[src/design/lc4_pkg.sv]
`timescale 1ns / 1ps
// ----------------------------------------------------------------------------
// lc4_pkg
// Shared types, codes and helpers for the instruction step processor.
// ----------------------------------------------------------------------------
package lc4_pkg;

  localparam logic [15:0] PC_RESET   = 16'h8200;
  localparam logic [15:0] PSR_RESET  = 16'h8002;
  localparam logic [15:0] USER_DATA  = 16'h2000;
  localparam logic [15:0] OS_CODE    = 16'h8000;
  localparam logic [15:0] OS_DATA    = 16'hA000;
  localparam logic [15:0] OS_TOP     = 16'hC000;

  typedef enum logic [1:0] {
    STAT_OK      = 2'd0,
    STAT_PC_DATA = 2'd1,
    STAT_BAD_ADR = 2'd2,
    STAT_PRIV    = 2'd3
  } status_t;

  typedef enum logic [3:0] {
    OP_BR      = 4'd0,
    OP_ARITH   = 4'd1,
    OP_CMP     = 4'd2,
    OP_JSR     = 4'd4,
    OP_LOGIC   = 4'd5,
    OP_LDR     = 4'd6,
    OP_STR     = 4'd7,
    OP_RTI     = 4'd8,
    OP_CONST   = 4'd9,
    OP_SHIFT   = 4'd10,
    OP_JMP     = 4'd12,
    OP_HICONST = 4'd13,
    OP_TRAP    = 4'd15
  } opcode_t;

  localparam logic       CMD_LOAD = 1'b0;
  localparam logic [2:0] ARITH_ADD = 3'd0;
  localparam logic [2:0] ARITH_MUL = 3'd1;
  localparam logic [2:0] ARITH_SUB = 3'd2;
  localparam logic [2:0] LOGIC_AND = 3'd0;
  localparam logic [2:0] LOGIC_NOT = 3'd1;
  localparam logic [2:0] LOGIC_OR  = 3'd2;
  localparam logic [1:0] CMP_S     = 2'd0;
  localparam logic [1:0] CMP_U     = 2'd1;
  localparam logic [1:0] CMP_SI    = 2'd2;
  localparam logic [1:0] SH_SLL    = 2'd0;
  localparam logic [1:0] SH_SRA    = 2'd1;
  localparam logic [1:0] SH_SRL    = 2'd2;
  localparam logic [1:0] SH_MOD    = 2'd3;

  typedef enum logic [3:0] {
    ST_CLEAR, ST_IDLE, ST_LOAD, ST_FETCH, ST_DECODE, ST_READ_S, ST_READ_T,
    ST_READ_D, ST_ADDR, ST_EXEC, ST_DIV, ST_COMMIT
  } state_t;

  typedef struct packed {
    logic clear;
    logic latch_in;
    logic load_wr;
    logic fetch;
    logic decode;
    logic read_s;
    logic read_t;
    logic read_d;
    logic addr;
    logic exec;
    logic commit;
  } dp_cmd_t;

  typedef struct packed {
    logic clear_done;
    logic out_full;
    logic is_divmod;
    logic div_busy;
  } dp_stat_t;

  function automatic logic [15:0] cmp3(input logic signed [16:0] a,
                                       input logic signed [16:0] b);
    if (a > b) return 16'h0001;
    if (a == b) return 16'h0000;
    return 16'hFFFF;
  endfunction

  function automatic logic [2:0] cond_of(input logic [15:0] v);
    if (v == 16'h0000) return 3'b010;
    if (v[15]) return 3'b100;
    return 3'b001;
  endfunction

endpackage

[src/design/lc4_ctrl.sv]
`timescale 1ns / 1ps
// ----------------------------------------------------------------------------
// lc4_ctrl
// Sequencer: memory clear, load transaction and fetch/decode/execute steps.
// ----------------------------------------------------------------------------
module lc4_ctrl (
  input  logic              clk,
  input  logic              rst,
  input  logic              in_valid,
  input  logic              command,
  output logic              in_ready,
  input  lc4_pkg::dp_stat_t st,
  output lc4_pkg::dp_cmd_t  cmd
);
  import lc4_pkg::*;

  state_t state, state_next;

  always_ff @(posedge clk) begin
    if (rst) state <= ST_CLEAR;
    else state <= state_next;
  end

  always_comb begin
    state_next = state;
    cmd        = '0;
    in_ready   = 1'b0;
    case (state)
      ST_CLEAR: begin
        cmd.clear = 1'b1;
        if (st.clear_done) state_next = ST_IDLE;
      end
      ST_IDLE: begin
        in_ready     = 1'b1;
        cmd.latch_in = in_valid;
        if (in_valid) state_next = (command == CMD_LOAD) ? ST_LOAD : ST_FETCH;
      end
      ST_LOAD: begin
        // hold until the previous result is taken
        if (!st.out_full) begin
          cmd.load_wr = 1'b1;
          state_next  = ST_IDLE;
        end
      end
      ST_FETCH: begin
        cmd.fetch  = 1'b1;
        state_next = ST_DECODE;
      end
      ST_DECODE: begin
        cmd.decode = 1'b1;
        state_next = ST_READ_S;
      end
      ST_READ_S: begin
        cmd.read_s = 1'b1;
        state_next = ST_READ_T;
      end
      ST_READ_T: begin
        cmd.read_t = 1'b1;
        state_next = ST_READ_D;
      end
      ST_READ_D: begin
        cmd.read_d = 1'b1;
        state_next = ST_ADDR;
      end
      ST_ADDR: begin
        cmd.addr   = 1'b1;
        state_next = ST_EXEC;
      end
      ST_EXEC: begin
        cmd.exec   = 1'b1;
        state_next = st.is_divmod ? ST_DIV : ST_COMMIT;
      end
      ST_DIV: begin
        if (!st.div_busy) state_next = ST_COMMIT;
      end
      ST_COMMIT: begin
        if (!st.out_full) begin
          cmd.commit = 1'b1;
          state_next = ST_IDLE;
        end
      end
      default: state_next = ST_IDLE;
    endcase
  end
endmodule

[config.mk]
export PLATFORM = sky130hd
export DESIGN_NAME = lc4_ctrl
export DESIGN_NICKNAME = d
export VERILOG_FILES = /design/src/design/lc4_pkg.sv /design/src/design/lc4_ctrl.sv
export SDC_FILE = /design/constraint.sdc
export NUM_CORES = 1
export LEC_CHECK = 0
export BUFFER_PORTS_ARGS = -buffer_cell sky130_fd_sc_hd__buf_2
export CAP_MARGIN = 40
export CORE_AREA = 2 2 39 41
export DETAILED_ROUTE_END_ITERATION = 16
export DIE_AREA = 0 0 41 43
export PLACE_DENSITY = 0.59
export SLEW_MARGIN = 20
export SYNTH_ARGS = -nofsm -noshare
export SYNTH_HDL_FRONTEND = slang
export SYNTH_SLANG_ARGS = --single-unit
[constraint.sdc]
create_clock -name clk -period 1.3 [get_ports clk]
set_input_delay 0.39 -clock clk [delete_from_list [all_inputs] [get_ports clk]]
set_output_delay 0.39 -clock clk [all_outputs]
set_load 0.02 [all_outputs]
==> Word level (Yosys, flattened, before mapping) <==
Index checks and enable logic that the tools add are counted.
{ "word_totals": {"regBits": 4, "inputBits": 8, "out_inout_bits": 12, "elab_cells": 39} }
{ "op_classes": {"n_eq_ne": 15, "muxes": 20, "n_reduce_logical": 3} }
{ "op_table": {"columns": ["op", "n"], "rows": [
  ["$pmux W4 S11", 1],
  ["$eq A4 B3 Y1 const B", 4],
  ["$eq A4 B4 Y1 const B", 4],
  ["$mux W4", 4],
  ["$mux W1", 15],
  ["$eq A4 B2 Y1 const B", 2],
  ["$ne A2 B2 Y1 const B", 4],
  ["$eq A4 B1 Y1 const B", 1],
  ["$logic_not A4 Y1", 1],
  ["$reduce_and A4 Y1", 1],
  ["$reduce_or A2 Y1", 1]
]} }

==> Logic depth before layout (Yosys ltp) <==
Gate-level depths: netlist of the first run.
{ "depth": {"word_depth": 4, "depth_mapped": 4, "ltp_nobuf": 3} }

==> Worst setup path before layout of the first run <==
OpenSTA, ideal clock, no wires.
{ "synth_path": {"path_type": "reg-to-output", "startpoint": "register state[1]", "endpoint": "output cmd[9] (netlist name)", "arrival_time_ns": 1.345, "t_required_ns": 0.910, "path_slack_ns": -0.435, "stages_incl_launch_ff": 4, "n_path_buf": 1, "cell_sequence": "dfxtp_1 > buf_4 > nor3_1 > and2_1"} }
{ "synth_lines": {"columns": ["element", "line", "rtl"], "rows": [
  ["start: declaration", "lc4_ctrl.sv:17", "state_t state, state_next;"],
  ["start signal: assignment", "lc4_ctrl.sv:21", "else state <= state_next;"],
  ["end: declaration", "lc4_ctrl.sv:13", "output lc4_pkg::dp_cmd_t cmd"]
]} }

==> flow_summary.yaml, run 1 <==
synth:
  ys.flop_type: "dfxtp_1"
  synth_edf_count: 0
  yosysWarnings: 0
  synth_seq_cells: 4
  ys_async_sr_fraction_pct: 0
  synthDominantCellAreaShare_pct: 20.0
  yosysTopAreaCell: "dfxtp_1"
  ys_types: 26
  synthCells: 54
  syn_nets: 62
  synthTopCellsByArea: "dfxtp_1 (20%), nor3_1 (8.8%), nand2b_1 (7.8%)"
  syn-cell-area_sq_um: 400
  syn_area_per_cell_sq_um: 7.41
  ys_seq_area_share_pct: 20.0
floorplanning:
  dieWidth_um: 41
  io_pins: 20
  core_area_sq_mm: 0.00138
  start_util_pct: 28.9
  dieHeight_um: 43
  rows: 14
  die-area_sq_mm: 0.00176
place:
  numPlacedInstances: 105
  io_buffers: 19
  post-place-ws_ns: -0.0619
  dpl.hpwl_mm: 1.01
  dpl-instance-area_sq_um: 696
  place.gp.congestion: 0.721
clocking:
  path_clk_slew_ns: 0.04
  cts.sinks: 4
  root_buffer: "clkbuf_4"
  clk_path_buf_depth: 2
  clk_latency_ns: 0.24
  cts_tree: "built"
  cts_inserted_buffers: 3
  cts_max_level: 1
  hold_buffers: 0
cells_and_area:
  final_cell_mix: "buf_4 (23), buf_2 (9), buf_6 (8)"
  fillers: 120
  largest_reg_flops: 4
  area_growth_pct: 122
  final_area_sq_um: 888
  layout_commonest_cell: "buf_4"
  fin_cells: 110
  max_flop_register: "state"
  finalNetCount: 104
  drive_above_1_share_pct: 76.6
  antenna_cells: 0
  top_regs: "state (4)"
global_route:
  grt_max_degree: 10
  antenna_found_initial: 0
  overflow: 0
  grt_pass1_wl_mm: 2.02
  track_usage_pct: 17.0
  grt_pass1_vias: 491
sta:
  fmax_ghz: 0.643
  setup_ws_ns: -0.256
  slew_headroom_pct: 75.8
  fin_skew_ns: 0.00687
  setup_viol: 12
  rsz0062_at_grt: "yes"
  period_share_pct: 120
  worst_pin_slew_ns: 0.362
  finalMaxSlewViolations: 0
  hold_viol: 0
  min_period_ns: 1.56
route:
  drt-pass1-iter-count: 4
  routedWlPerCell_um: 12.8
  routed_wirelength_mm: 1.41
  drc: 0
  vias: 554
  ant_nets: 0
  viasPerCell: 5.04
  drt_iter0_drc: 9
power:
  leakage_nw: 0.395
  ir_worst_vdd_mv: 0.516
  power_density_mw_per_mm2: 949
setup_path:
  cp-start-kind: "flip-flop"
  crit_path_cell_trace: "buf_12, nand2b_4, nor3_2, buf_4"
  cpPeakStageDelay_ns: 0.34
  path_buf_inv: 2
  r2r_slack_ns: 0.02
  crit_type: "reg -> out"
  arrival_ns: 1.17
  required_ns: 0.91
  crit_fanout: 7
  cpLargestDelayFamily: "flip-flops"
  cp-end-kind: "output pin"
  slowest_stage: "dfxtp_2"
run_status:
  violations: "setup timing"
  status: "finished with violations"
flow_run:
  maxCapViolCount: 0
worst_hold_path:
  hp-class: "in -> reg"
## worst paths after layout
kind                                             from               endpoint  cells past startpoint
worst max-delay path            state[1]$_SDFFE_PP0P_                 cmd[2]                      4
worst min-delay path                              rst  state[2]$_SDFFE_PP0P_                      2
worst max register to register  state[3]$_SDFFE_PP0P_  state[0]$_SDFFE_PP0P_                      4
worst min register to register  state[3]$_SDFFE_PP0P_  state[2]$_SDFFE_PP0P_                      2
## metal layers
layer / global-route usage [%] / vias up / wire length (um)
li1: - / 272 / -
met1: 21.3 / 260 / 580
met2: 25.6 / 19 / 730
met3: 4.71 / 3 / 74
met4: 8.00 / 0 / 19
met5: 0 / - / 0
## per-stage QoR
step                setup TNS [ns]  total power [mW]  hold WS (ns)  util [%]
global placement            -0.211             0.544         0.589      50.3
floorplan                   -0.355             0.384         0.467         -
finish                       -2.51             0.843         0.330      64.2
global route                 -3.13             0.891         0.326      64.2
detailed placement          -0.276             0.548         0.588      50.3
CTS                          -2.65             0.763         0.332      57.0
## synthesized netlist by cell type, types with 2 or more instances
cell type,number
nor2_1,5
inv_1,4
o221ai_1,2
nor4_1,2
nand2b_1,5
a21oi_1,2
dfxtp_1,4
buf_4,2
nor3_1,7
nand2_1,5
## worst reg2reg max path: cells and delay by family, from the launching register on
family	cells	cell delay [ns]
and+or+nand+nor	1	0.38
AOI/OAI and AO/OA	2	0.29
DFF	1	0.35
buffers and inverters	1	0.15
## layout make-up
cell class              count  area (sq um)  area share [%]
multi-input cells          42           410            46.2
inverters                   4          17.5            1.97
clock buffers               3          22.5            2.54
flip-flops and latches      4          90.1            10.1
repair buffers             41           328            36.9
well taps                  16          20.0            2.25
## repair_timing
item                       4_1_cts  5_1_grt
setup buffers                    0        1
gates cloned                     0        1
setup endpoints to repair       13       14
pin swaps                        1        9
gates resized for setup         25       21
## cell families (layout without fill, tap and decap cells)
group                  after synthesis  after routing  share of synthesized area [%]
buffers and inverters                8             48                           11.6
multiplexers                         2              2                           5.31
XOR/XNOR                             1              1                           2.19
AND/OR/NAND/NOR                     28             28                           35.9
flip-flops                           4              4                           20.0
AO/OA/AOI/OAI                       11             11                           25.0
## power breakdown
part / leakage (nW) / internal, mW / switching, mW
Sequential: 0.0349 / 0.139 / 0.0199
Clock: 0.0138 / 0.104 / 0.0580
Combinational: 0.346 / 0.281 / 0.241
Note: power is estimated with default switching activity, not from simulation.
==> run 2, diff against run 1 <==
ABC_CLOCK_PERIOD_IN_PS = 1600   (was unset)
clock period = 1.6 ns   (was 1.3 ns; I/O delays follow)
==> run 2 against run 1 <==
Effect of this change: via count down 9.2%; final cell count down 9.1%; setup slack better by 0.22 ns; die area unchanged; the flow still finishes with violations (setup timing); clock skew is 0.0017 ns lower; largest cell class unchanged; first-iteration DRC count is 44% higher; utilization decreased by 11 points; wire length is 5.9% lower; sequential share of layout area increased by 2.1 points.
==> flow_summary.yaml, run 2 (same netlist as run 1, synthesis figures left out) <==
clocking:
  cts.sinks: 4
  cts_tree: "built"
  path_clk_slew_ns: 0.04
  root_buffer: "clkbuf_4"
  cts_max_level: 1
  hold_buffers: 0
  cts_inserted_buffers: 3
  clk_latency_ns: 0.24
  clk_path_buf_depth: 2
setup_path:
  required_ns: 1.12
  crit_type: "reg -> out"
  arrival_ns: 1.16
  r2r_slack_ns: 0.14
  startpoint: "state[0]$_SDFFE_PP0P_"
  cp-start-kind: "flip-flop"
  timing.rr.start: "state[3]$_SDFFE_PP0P_"
  crit_fanout: 7
  worst_r2r_endpoint: "state[0]$_SDFFE_PP0P_"
  cp-end-kind: "output pin"
  worst-r2r-cell-count: 5
sta:
  whs_ns: 0.439
  fmax_ghz: 0.610
  min_period_ns: 1.64
  setup_ws_ns: -0.0386
  period_share_pct: 102
  setup_tns_ns: -0.0924
  fin_skew_ns: 0.00513
  hold_viol: 0
  setup_viol: 3
  rsz0062_at_grt: "yes"
  finalMaxSlewViolations: 0
  slew_headroom_pct: 79.6
  worst_pin_slew_ns: 0.306
route:
  drc: 0
  drt-pass1-iter-count: 4
  routed_wirelength_mm: 1.32
  ant_nets: 0
  viasPerCell: 5.03
  vias: 503
  routedWlPerCell_um: 13.2
  drt_iter0_drc: 13
cells_and_area:
  utilization_pct: 53.2
  fillers: 126
  antenna_cells: 0
  finalNetCount: 94
  top_regs: "state (4)"
  final_area_sq_um: 736
  largest_reg_flops: 4
  max_flop_register: "state"
  area_growth_pct: 83.8
  drive_above_1_share_pct: 63.1
  fin_cells: 100
  layout_commonest_cell: "buf_4"
  final_cell_mix: "buf_4 (13), buf_2 (12), nor3_1 (5)"
place:
  dpl-instance-area_sq_um: 554
  io_buffers: 19
  place.gp.congestion: 0.765
  dpl.hpwl_um: 856
  post-place-ws_ns: 0.0847
  numPlacedInstances: 92
floorplanning:
  rows: 14
  dieHeight_um: 43
  core_area_sq_mm: 0.00138
  start_util_pct: 28.9
  die-area_sq_mm: 0.00176
  dieWidth_um: 41
  io_pins: 20
worst_hold_path:
  hp-start: "rst"
  whs_path_depth: 2
  whs_endpoint: "state[2]$_SDFFE_PP0P_"
  hp-class: "in -> reg"
global_route:
  track_usage_pct: 17.4
  grt_pass1_vias: 461
  antenna_found_initial: 0
  grt_max_degree: 13
  overflow: 0
  grt_pass1_wl_mm: 2.05
run_status:
  status: "finished with violations"
  violations: "setup timing"
power:
  p_total_mw: 0.575
  power_density_mw_per_mm2: 782
  leakage_nw: 0.326
  ir_worst_vdd_mv: 0.431
flow_run:
  maxCapViolCount: 0
run 2: per-layer routing:
| metal | track usage (%) | routed length, um |
|---|---|---|
| met2 | 25.6 | 682 |
| met4 | 12.0 | 17 |
| met5 | 0 | 0 |
| met3 | 3.14 | 83 |
| met1 | 21.5 | 539 |
run 2: what timing repair did:
item                                    in CTS  in global routing
buffers inserted                             3                  2
pin swaps                                    5                  2
resized for setup                           15                 16
endpoints found under the setup margin      11                 10
gates cloned                                 0                  0
run 2: worst max path at each step:
stage,end,slack [ns],cells after the start
after detailed placement,cmd[9],0.08,4
after floorplan,cmd[9],-0.02,3
after global routing,cmd[8],-0.11,3
after global placement,cmd[8],0.09,3
after CTS,cmd[9],-0.05,4
final,cmd[8],-0.04,3
run 2: cell type report:
type                    count  area, sq um  share of cell area (%)
multi-input cells          42          350                    47.6
flip-flops and latches      4         90.1                    12.2
repair buffers             31          238                    32.3
inverters                   4         15.0                    2.04
well taps                  16         20.0                    2.72
clock buffers               3         22.5                    3.06
run 2: worst max-delay path, cell delays in order (launching register included):
cell     delay [ns]
dfxtp_4        0.37
buf_6          0.13
nor4_4         0.25
buf_4          0.18
run 2: where the power goes:
group          switching, mW  internal, mW  total (mW)
Sequential            0.0221         0.113       0.135
Clock                 0.0424        0.0840       0.126
Combinational          0.154         0.160       0.313
Total                  0.218         0.357       0.575
